--- src/sv/bbc_pkg.sv ---
// Shared types, constants and character decode for the bracket balance checker.
package bbc_pkg;

  localparam int STACK_DEPTH_DEF = 64;

  localparam int KIND_W = 2;
  typedef logic [KIND_W-1:0] kind_t;

  localparam kind_t KIND_ROUND  = 2'd0;
  localparam kind_t KIND_SQUARE = 2'd1;
  localparam kind_t KIND_CURLY  = 2'd2;

  localparam logic [7:0] CHAR_OPEN_ROUND   = 8'h28;  // (
  localparam logic [7:0] CHAR_CLOSE_ROUND  = 8'h29;  // )
  localparam logic [7:0] CHAR_OPEN_SQUARE  = 8'h5B;  // [
  localparam logic [7:0] CHAR_CLOSE_SQUARE = 8'h5D;  // ]
  localparam logic [7:0] CHAR_OPEN_CURLY   = 8'h7B;  // {
  localparam logic [7:0] CHAR_CLOSE_CURLY  = 8'h7D;  // }

  typedef struct packed {
    logic is_open;
    logic is_close;
    kind_t kind;
  } char_class_t;

  // one finished string verdict
  typedef struct packed {
    logic overflowed;
    logic balanced;
  } result_t;

  // result leaving the stack controller
  typedef struct packed {
    logic    valid;
    result_t data;
  } result_req_t;

  function automatic char_class_t classify(input logic [7:0] c);
    char_class_t r;
    r = '{is_open: 1'b0, is_close: 1'b0, kind: KIND_ROUND};
    case (c)
      CHAR_OPEN_ROUND:   r = '{is_open: 1'b1, is_close: 1'b0, kind: KIND_ROUND};
      CHAR_OPEN_SQUARE:  r = '{is_open: 1'b1, is_close: 1'b0, kind: KIND_SQUARE};
      CHAR_OPEN_CURLY:   r = '{is_open: 1'b1, is_close: 1'b0, kind: KIND_CURLY};
      CHAR_CLOSE_ROUND:  r = '{is_open: 1'b0, is_close: 1'b1, kind: KIND_ROUND};
      CHAR_CLOSE_SQUARE: r = '{is_open: 1'b0, is_close: 1'b1, kind: KIND_SQUARE};
      CHAR_CLOSE_CURLY:  r = '{is_open: 1'b0, is_close: 1'b1, kind: KIND_CURLY};
      default:           r = '{is_open: 1'b0, is_close: 1'b0, kind: KIND_ROUND};
    endcase
    return r;
  endfunction

endpackage

--- src/sv/bbc_stack_ctrl.sv ---
// Stack controller: push/pop issue stage and kind-compare stage around the stack RAM.
module bbc_stack_ctrl #(
  parameter int STACK_DEPTH = bbc_pkg::STACK_DEPTH_DEF
) (
  input  logic                           clk,
  input  logic                           rst,
  input  logic                           accept,
  input  logic [7:0]                     char_code,
  input  logic                           end_of_string,
  // stack RAM port
  output logic                           mem_we,
  output logic [$clog2(STACK_DEPTH)-1:0] mem_waddr,
  output bbc_pkg::kind_t                 mem_wdata,
  output logic                           mem_re,
  output logic [$clog2(STACK_DEPTH)-1:0] mem_raddr,
  input  bbc_pkg::kind_t                 mem_rdata,
  // verdict toward the result queue
  output bbc_pkg::result_req_t           result,
  output logic                           result_pending
);

  localparam int AW = $clog2(STACK_DEPTH);
  localparam int LW = $clog2(STACK_DEPTH + 1);
  localparam logic [LW-1:0] LEVEL_FULL = LW'(STACK_DEPTH);

  // issue stage state
  logic [LW-1:0] level, level_next;
  logic          mismatch_seen, overflow_seen;

  // compare stage (byte accepted last cycle)
  logic           b_valid;
  logic           b_last;
  logic           b_pop;
  bbc_pkg::kind_t b_kind;
  logic           b_bal_pre;
  logic           b_ovf;

  bbc_pkg::char_class_t cls;
  logic b_kind_bad, mism_eff, ignore;
  logic push, pop, ovf_hit, underflow;
  logic mism_new, ovf_new;

  // pop of the previous byte resolves here; a verdict already taken by the
  // end of the old string must not leak into the new one
  assign b_kind_bad = b_valid & b_pop & (mem_rdata != b_kind);
  assign mism_eff   = mismatch_seen | (b_kind_bad & ~b_last);
  assign ignore     = mism_eff | overflow_seen;

  assign cls       = bbc_pkg::classify(char_code);
  assign push      = accept & ~ignore & cls.is_open & (level < LEVEL_FULL);
  assign ovf_hit   = accept & ~ignore & cls.is_open & (level >= LEVEL_FULL);
  assign pop       = accept & ~ignore & cls.is_close & (level != '0);
  assign underflow = accept & ~ignore & cls.is_close & (level == '0);

  assign mism_new = mism_eff | underflow;
  assign ovf_new  = overflow_seen | ovf_hit;

  always_comb begin
    level_next = level;
    if (push) begin
      level_next = level + LW'(1);
    end else if (pop) begin
      level_next = level - LW'(1);
    end
  end

  // write of a push lands before any later pop can read it, so no bypass
  assign mem_we    = push;
  assign mem_waddr = level[AW-1:0];
  assign mem_wdata = cls.kind;
  assign mem_re    = pop;
  assign mem_raddr = level_next[AW-1:0];

  always_ff @(posedge clk) begin
    if (rst) begin
      level         <= '0;
      mismatch_seen <= 1'b0;
      overflow_seen <= 1'b0;
      b_valid       <= 1'b0;
    end else begin
      b_valid <= accept;
      if (accept && end_of_string) begin
        level         <= '0;
        mismatch_seen <= 1'b0;
        overflow_seen <= 1'b0;
      end else if (accept) begin
        level         <= level_next;
        mismatch_seen <= mism_new;
        overflow_seen <= ovf_new;
      end else begin
        mismatch_seen <= mism_eff;
      end
    end
  end

  always_ff @(posedge clk) begin
    if (accept) begin
      b_last    <= end_of_string;
      b_pop     <= pop;
      b_kind    <= cls.kind;
      b_bal_pre <= ~mism_new & ~ovf_new & (level_next == '0);
      b_ovf     <= ovf_new;
    end
  end

  assign result.valid           = b_valid & b_last;
  assign result.data.balanced   = b_bal_pre & ~b_kind_bad;
  assign result.data.overflowed = b_ovf;
  assign result_pending         = b_valid & b_last;

endmodule

--- config.mk ---
export PLATFORM = sky130hd
export DESIGN_NAME = bbc_stack_ctrl
export DESIGN_NICKNAME = d
export VERILOG_FILES = /design/src/sv/bbc_pkg.sv /design/src/sv/bbc_stack_ctrl.sv
export SDC_FILE = /design/constraint.sdc
export NUM_CORES = 1
export LEC_CHECK = 0
export BUFFER_PORTS_ARGS = -buffer_cell sky130_fd_sc_hd__buf_2
export CORE_ASPECT_RATIO = 1.25
export CORE_MARGIN = 5
export CORE_UTILIZATION = 54
export CTS_BUF_LIST = sky130_fd_sc_hd__clkbuf_16
export CTS_CLUSTER_SIZE = 40
export DETAILED_ROUTE_END_ITERATION = 8
export PLACE_DENSITY = 0.93
export SLEW_MARGIN = 30
export SYNTH_ARGS = -nofsm -noshare
export SYNTH_HDL_FRONTEND = slang
export SYNTH_SLANG_ARGS = --single-unit
--- constraint.sdc ---
create_clock -name clk -period 6.8 [get_ports clk]
set_clock_uncertainty 0.15 [all_clocks]
set_input_delay 1.36 -clock clk [delete_from_list [all_inputs] [get_ports clk]]
set_output_delay 1.36 -clock clk [all_outputs]
set_load 0.02 [all_outputs]
# Word-level counts from Yosys, hierarchy flattened
# Cells that the tools add are included.
# totals
out_inout_bits	20
register_bits	16
elab_cells	52
input_bits	14
# classes
eq_ne	7
add_sub_neg	2
reduce_logical	5
bitwise_logic	23
n_lt_le_gt_ge	2
n_mux	4
# ops
cell	n
$eq 8x7->1 const B	4
$pmux 4 s6	1
$eq 8x6->1 const B	2
$and 1x1->1	14
$logic_not 7->1	2
$mux 7	2
$add 7x1->7 const B	1
$ge 7x7->1 const B	1
$lt 7x7->1 const B	1
$reduce_bool 7->1	1
$sub 7x1->7 const B	1
$not 1->1	5
$or 1x1->1	4
$ne 2x2->1	1
$reduce_or 2->1	1
$logic_and 1x1->1	1
$mux 1	1

# Logic depth before layout (Yosys ltp)
# depth
word_depth	13
ltp_mapped	9
mapped_depth_nobuf	9

# Worst setup path after synthesis
# Ideal clock, no wire load.
# synth_timing
path_type	input -> output
start	input char_code[7]
end	output mem_raddr[2]
setup_slack_ns	1.656
cell_stages	7
t_arrival_ns	3.634
path_buffers	2
t_required_ns	5.290
cell_sequence	or4b_4 buf_6 nor4_1 a22oi_1 xor2_1 inv_1 buf_4
# synth_between
elab_cells_between_ends	13
classes_between	6 x eq/ne; 3 x mux; 4 x bitwise
# synth_rtl
element	line	rtl
start, declared	bbc_stack_ctrl.sv:8	input logic [7:0] char_code,
$eq 8x7->1 or $eq 8x6->1 (tied branches)	bbc_pkg.sv:41	case (c)
$pmux 4 s6 *	bbc_pkg.sv:41	
$and 1x1->1 * (2 in a row)	bbc_stack_ctrl.sv:50	assign push = accept & ~ignore & cls.is_open & (level < LEVEL_FULL);
via mem_we	bbc_stack_ctrl.sv:11	output logic mem_we,
$mux 7 *	bbc_stack_ctrl.sv:60	if (push) begin
end, declared	bbc_stack_ctrl.sv:15	output logic [$clog2(STACK_DEPTH)-1:0] mem_raddr,
# Mark *: on every way through the listed nets, which the timed path passes. The rest lies on a longest branch.

# Final worst setup path
# layout_timing
start	input char_code[2]
end	output mem_raddr[2]
# layout_between
elab_chain_len	6
elab_cells_between_ends	13
classes_between	6 x eq/ne; 3 x mux; 4 x bitwise
# layout_lines
element	line	rtl
$eq 8x7->1 or $eq 8x6->1 (tied branches)	bbc_pkg.sv:41	
$pmux 4 s6 *	bbc_pkg.sv:41	
$and 1x1->1 (2 in a row)	bbc_stack_ctrl.sv:52	assign pop = accept & ~ignore & cls.is_close & (level != '0);
$mux 7	bbc_stack_ctrl.sv:62	end else if (pop) begin
$mux 7 *	bbc_stack_ctrl.sv:60	
# Every way passes the cells marked *; elsewhere a longest branch is shown, timed or not.

==> flow_summary.json <==
{
  "avgSynthCellArea_sq_um": 9.488,
  "cts_buffers": 3,
  "drt_iter0_drc": 22,
  "worst_pin_slew_ps": 621.5,
  "die_x_um": 51.07,
  "combinationalPowerShare_pct": 8.3,
  "fin_nets": 157,
  "yosys_most_used_dff": "dfxtp_1",
  "dr_wl_met2_um": 1228,
  "ir_worst_vdd_uv": 133.2,
  "diodes": 0,
  "synth_seq_cells": 16,
  "yosys.area.top_type": "dfxtp_1",
  "drt_wl_total_um": 2301,
  "multi_input_area_sq_um": 613.1,
  "antenna_found_initial": 0,
  "cts_hold_buffers": 0,
  "synthesis.nets": 136,
  "slowest_delay_ps": 510,
  "met3_length_um": 179,
  "grt_pass1_vias": 907,
  "area_growth_syn_to_layout_pct": 12.86,
  "synth_warnings": 0,
  "critical_path_class": "primary input to output pin",
  "min_period_ps": 4935,
  "ctsHtreeMaxLevel": 1,
  "crit_top_cell": "buf_2",
  "pwr-share-clk_pct": 48.2,
  "final_util_pct": 64.11,
  "die_area_sq_mm": 0.003133,
  "synthCells": 120,
  "postRouteAntennaNets": 0,
  "cts-root-buf": "clkbuf_16",
  "path_max_fanout": 5,
  "area.sequential_sq_um": 380.4,
  "grt.overflow.total": 0,
  "cp-end-kind": "output pin",
  "hp-class": "register to register",
  "tns_ps": 0,
  "vias": 938,
  "io_buffers": 33,
  "top_layer_used": "met4",
  "synth_seq_area_share_pct": 33.41,
  "crit_family": "simple AND/OR/NAND/NOR gates",
  "ioPinCount": 34,
  "critPathSlowestCell": "nor4_1",
  "routedWlPerCell_um": 14.38,
  "p_seq_share_pct": 43.5,
  "gp_congestion": 0.8406,
  "status": "finished clean",
  "power.leakage_nw": 0.6171,
  "start_util_pct": 56.80,
  "fmax_ghz": 0.2026,
  "slew_headroom_pct": 58.19,
  "power_density_mw_per_mm2": 184.2,
  "nFillCells": 158,
  "async_flop_share_pct": 0,
  "post-cts-setup-buffer-count": 0,
  "synth_edf_count": 6,
  "synth_area_sq_mm": 0.001139,
  "dpl.cell_count": 156,
  "whs_path_depth": 1,
  "required_ps": 5290,
  "yosysUniqueCellTypes": 47,
  "internal_power_mw": 0.1884,
  "dp_hpwl_um": 1845,
  "path_cells": "buf_2 -> nor4b_1 -> o2bb2a_1 -> nor4_1 -> a22oi_1 -> xor2_1 -> inv_1 -> buf_2",
  "maxCapViolCount": 0,
  "crit_path_start_kind": "primary input",
  "drt-met1-wl_um": 857,
  "min_period_over_period_pct": 72.58,
  "finalSetupViolations": 0,
  "reg2reg_depth": 9,
  "cts_tree": "yes",
  "cts.sinks": 16,
  "p_total_mw": 0.2367,
  "track_usage_pct": 17.01,
  "dr.pass1.iters": 4,
  "clkLatencyLatePin_ps": 250,
  "die_height_um": 61.34,
  "path_buf_inv": 3,
  "path_clk_slew_ps": 50,
  "synth_area_leaders": "dfxtp_1 18%, edfxtp_1 16%, buf_4 9.2%, xnor2_1 4.6%, and2_1 3.3%",
  "path_depth": 8,
  "synth_top_area_share_pct": 17.58,
  "clock_path_buffers": 2,
  "swShare_pct": 20.39,
  "fin_cells": 160,
  "grt_max_degree": 12,
  "routed_via_density": 5.863,
  "drcViolationCount": 0,
  "rsz0062_at_grt": "false",
  "p_switching_mw": 0.04825,
  "grt_pass1_wl_um": 3933,
  "drv_slew": 0,
  "rows": 18,
  "cts_resized": 0,
  "drive_gt1_share_pct": 34.29,
  "hold_viol": 0,
  "crit_arrival_ps": 3430,
  "core_area_sq_mm": 0.002004
}
synthesized netlist by cell type (2+ instances only):
cell type and number:
inv_1 4, nor3_1 3, edfxtp_1 6, buf_2 2
a22oi_1 2, nor4b_1 4, o211a_1 2, buf_4 14
a211oi_1 2, nand3_1 2, a21oi_1 2, o21ai_0 3
nand2_1 4, xnor2_1 6, ha_1 2, and2_1 6
nor4_1 5, mux2i_1 2, or3_1 2, or4_1 2
or2_2 2, and3_1 2, dfxtp_1 10, nor2b_1 3
nor2_1 5, nand2b_1 2
cells in the final DEF (no fill, tap or decap), types with 3 or more instances in the layout:
| cell | synthesis | final |
|---|---|---|
| nor4_1 | 5 | 5 |
| nor2_1 | 5 | 5 |
| buf_2 | 2 | 33 |
| nand2_1 | 4 | 4 |
| dfxtp_1 | 10 | 10 |
| nor2b_1 | 3 | 3 |
| edfxtp_1 | 6 | 6 |
| xnor2_1 | 6 | 6 |
| o21ai_0 | 3 | 3 |
| clkbuf_16 | 0 | 3 |
| nor3_1 | 3 | 3 |
| nor4b_1 | 4 | 4 |
| and2_1 | 6 | 6 |
| inv_1 | 4 | 4 |
routing by layer:
metal | GRT usage, % | vias up
li1 | - | 469
met4 | 6.923 | 0
met1 | 17.17 | 438
met5 | 0 | -
met3 | 5.811 | 5
met2 | 32.04 | 26
logic make-up (layout without fill, tap and decap cells):
group / count (synthesis) / after routing / synth area share (%)
AOI/OAI and AO/OA: 19 / 19 / 13.41
xor gates and xnor gates: 7 / 7 / 5.385
adders and majority gates: 2 / 2 / 2.197
buffers and inverters: 22 / 42 / 12.75
DFF: 16 / 16 / 33.41
muxes: 3 / 3 / 2.747
and+or+nand+nor: 51 / 51 / 30.11
worst reg2reg max path: stages (launching register included):
cell	delay (ps)
dfxtp_1	360
inv_1	110
ha_1	170
or3b_2	480
nor4_1	280
nor4_2	130
a32oi_1	290
xnor2_1	120
or3_1	390
nor3_2	120
state kept, by name, summed over array words and instances, names as in the netlist:
name,flops
b_kind,2
b_ovf,1
b_bal_pre,1
b_pop,1
level,7
overflow_seen,1
b_valid,1
mismatch_seen,1
b_last,1
stage by stage:
| stage | hold WS [ps] | setup WS (ps) | area, sq um |
|---|---|---|---|
| finish | 381.0 | 1865 | 1285 |
| global route | 426.0 | 1659 | 1285 |
| CTS | 386.8 | 1847 | 1285 |
| detailed placement | 375.7 | 1859 | 1206 |
| global placement | 340.8 | 2011 | 1206 |
| floorplan | 327.3 | 1656 | 1139 |
final cells by class:
cell class	count	share of cell area (%)
Inverter	4	1.168
Tap cell	20	1.947
Sequential cell	16	29.60
Clock inverter	1	0.2921
Clock buffer	3	5.842
Timing Repair Buffer	34	13.44
Multi-Input combinational cell	82	47.71
path summary, 6_finish.rpt:
kind | from | end | slack, ps
worst min-delay path | mismatch_seen | mismatch_seen | 380
worst min register to register | mismatch_seen | mismatch_seen | 380
worst max-delay path | char_code[2] | mem_raddr[2] | 1860
worst max register to register | level[0] | b_bal_pre | 4040
power by group through the flow:
| stage | Sequential, mW | Combinational (mW) | Clock [mW] |
|---|---|---|---|
| final | 0.103 | 0.0196 | 0.114 |
| after global routing | 0.103 | 0.0216 | 0.121 |
| after CTS | 0.103 | 0.0198 | 0.116 |
| after detailed placement | 0.105 | 0.0197 | 0 |
| after global placement | 0.105 | 0.0189 | 0 |
| after floorplan | 0.105 | 0.0123 | 0 |
Note: power is estimated with default switching activity, not from simulation.
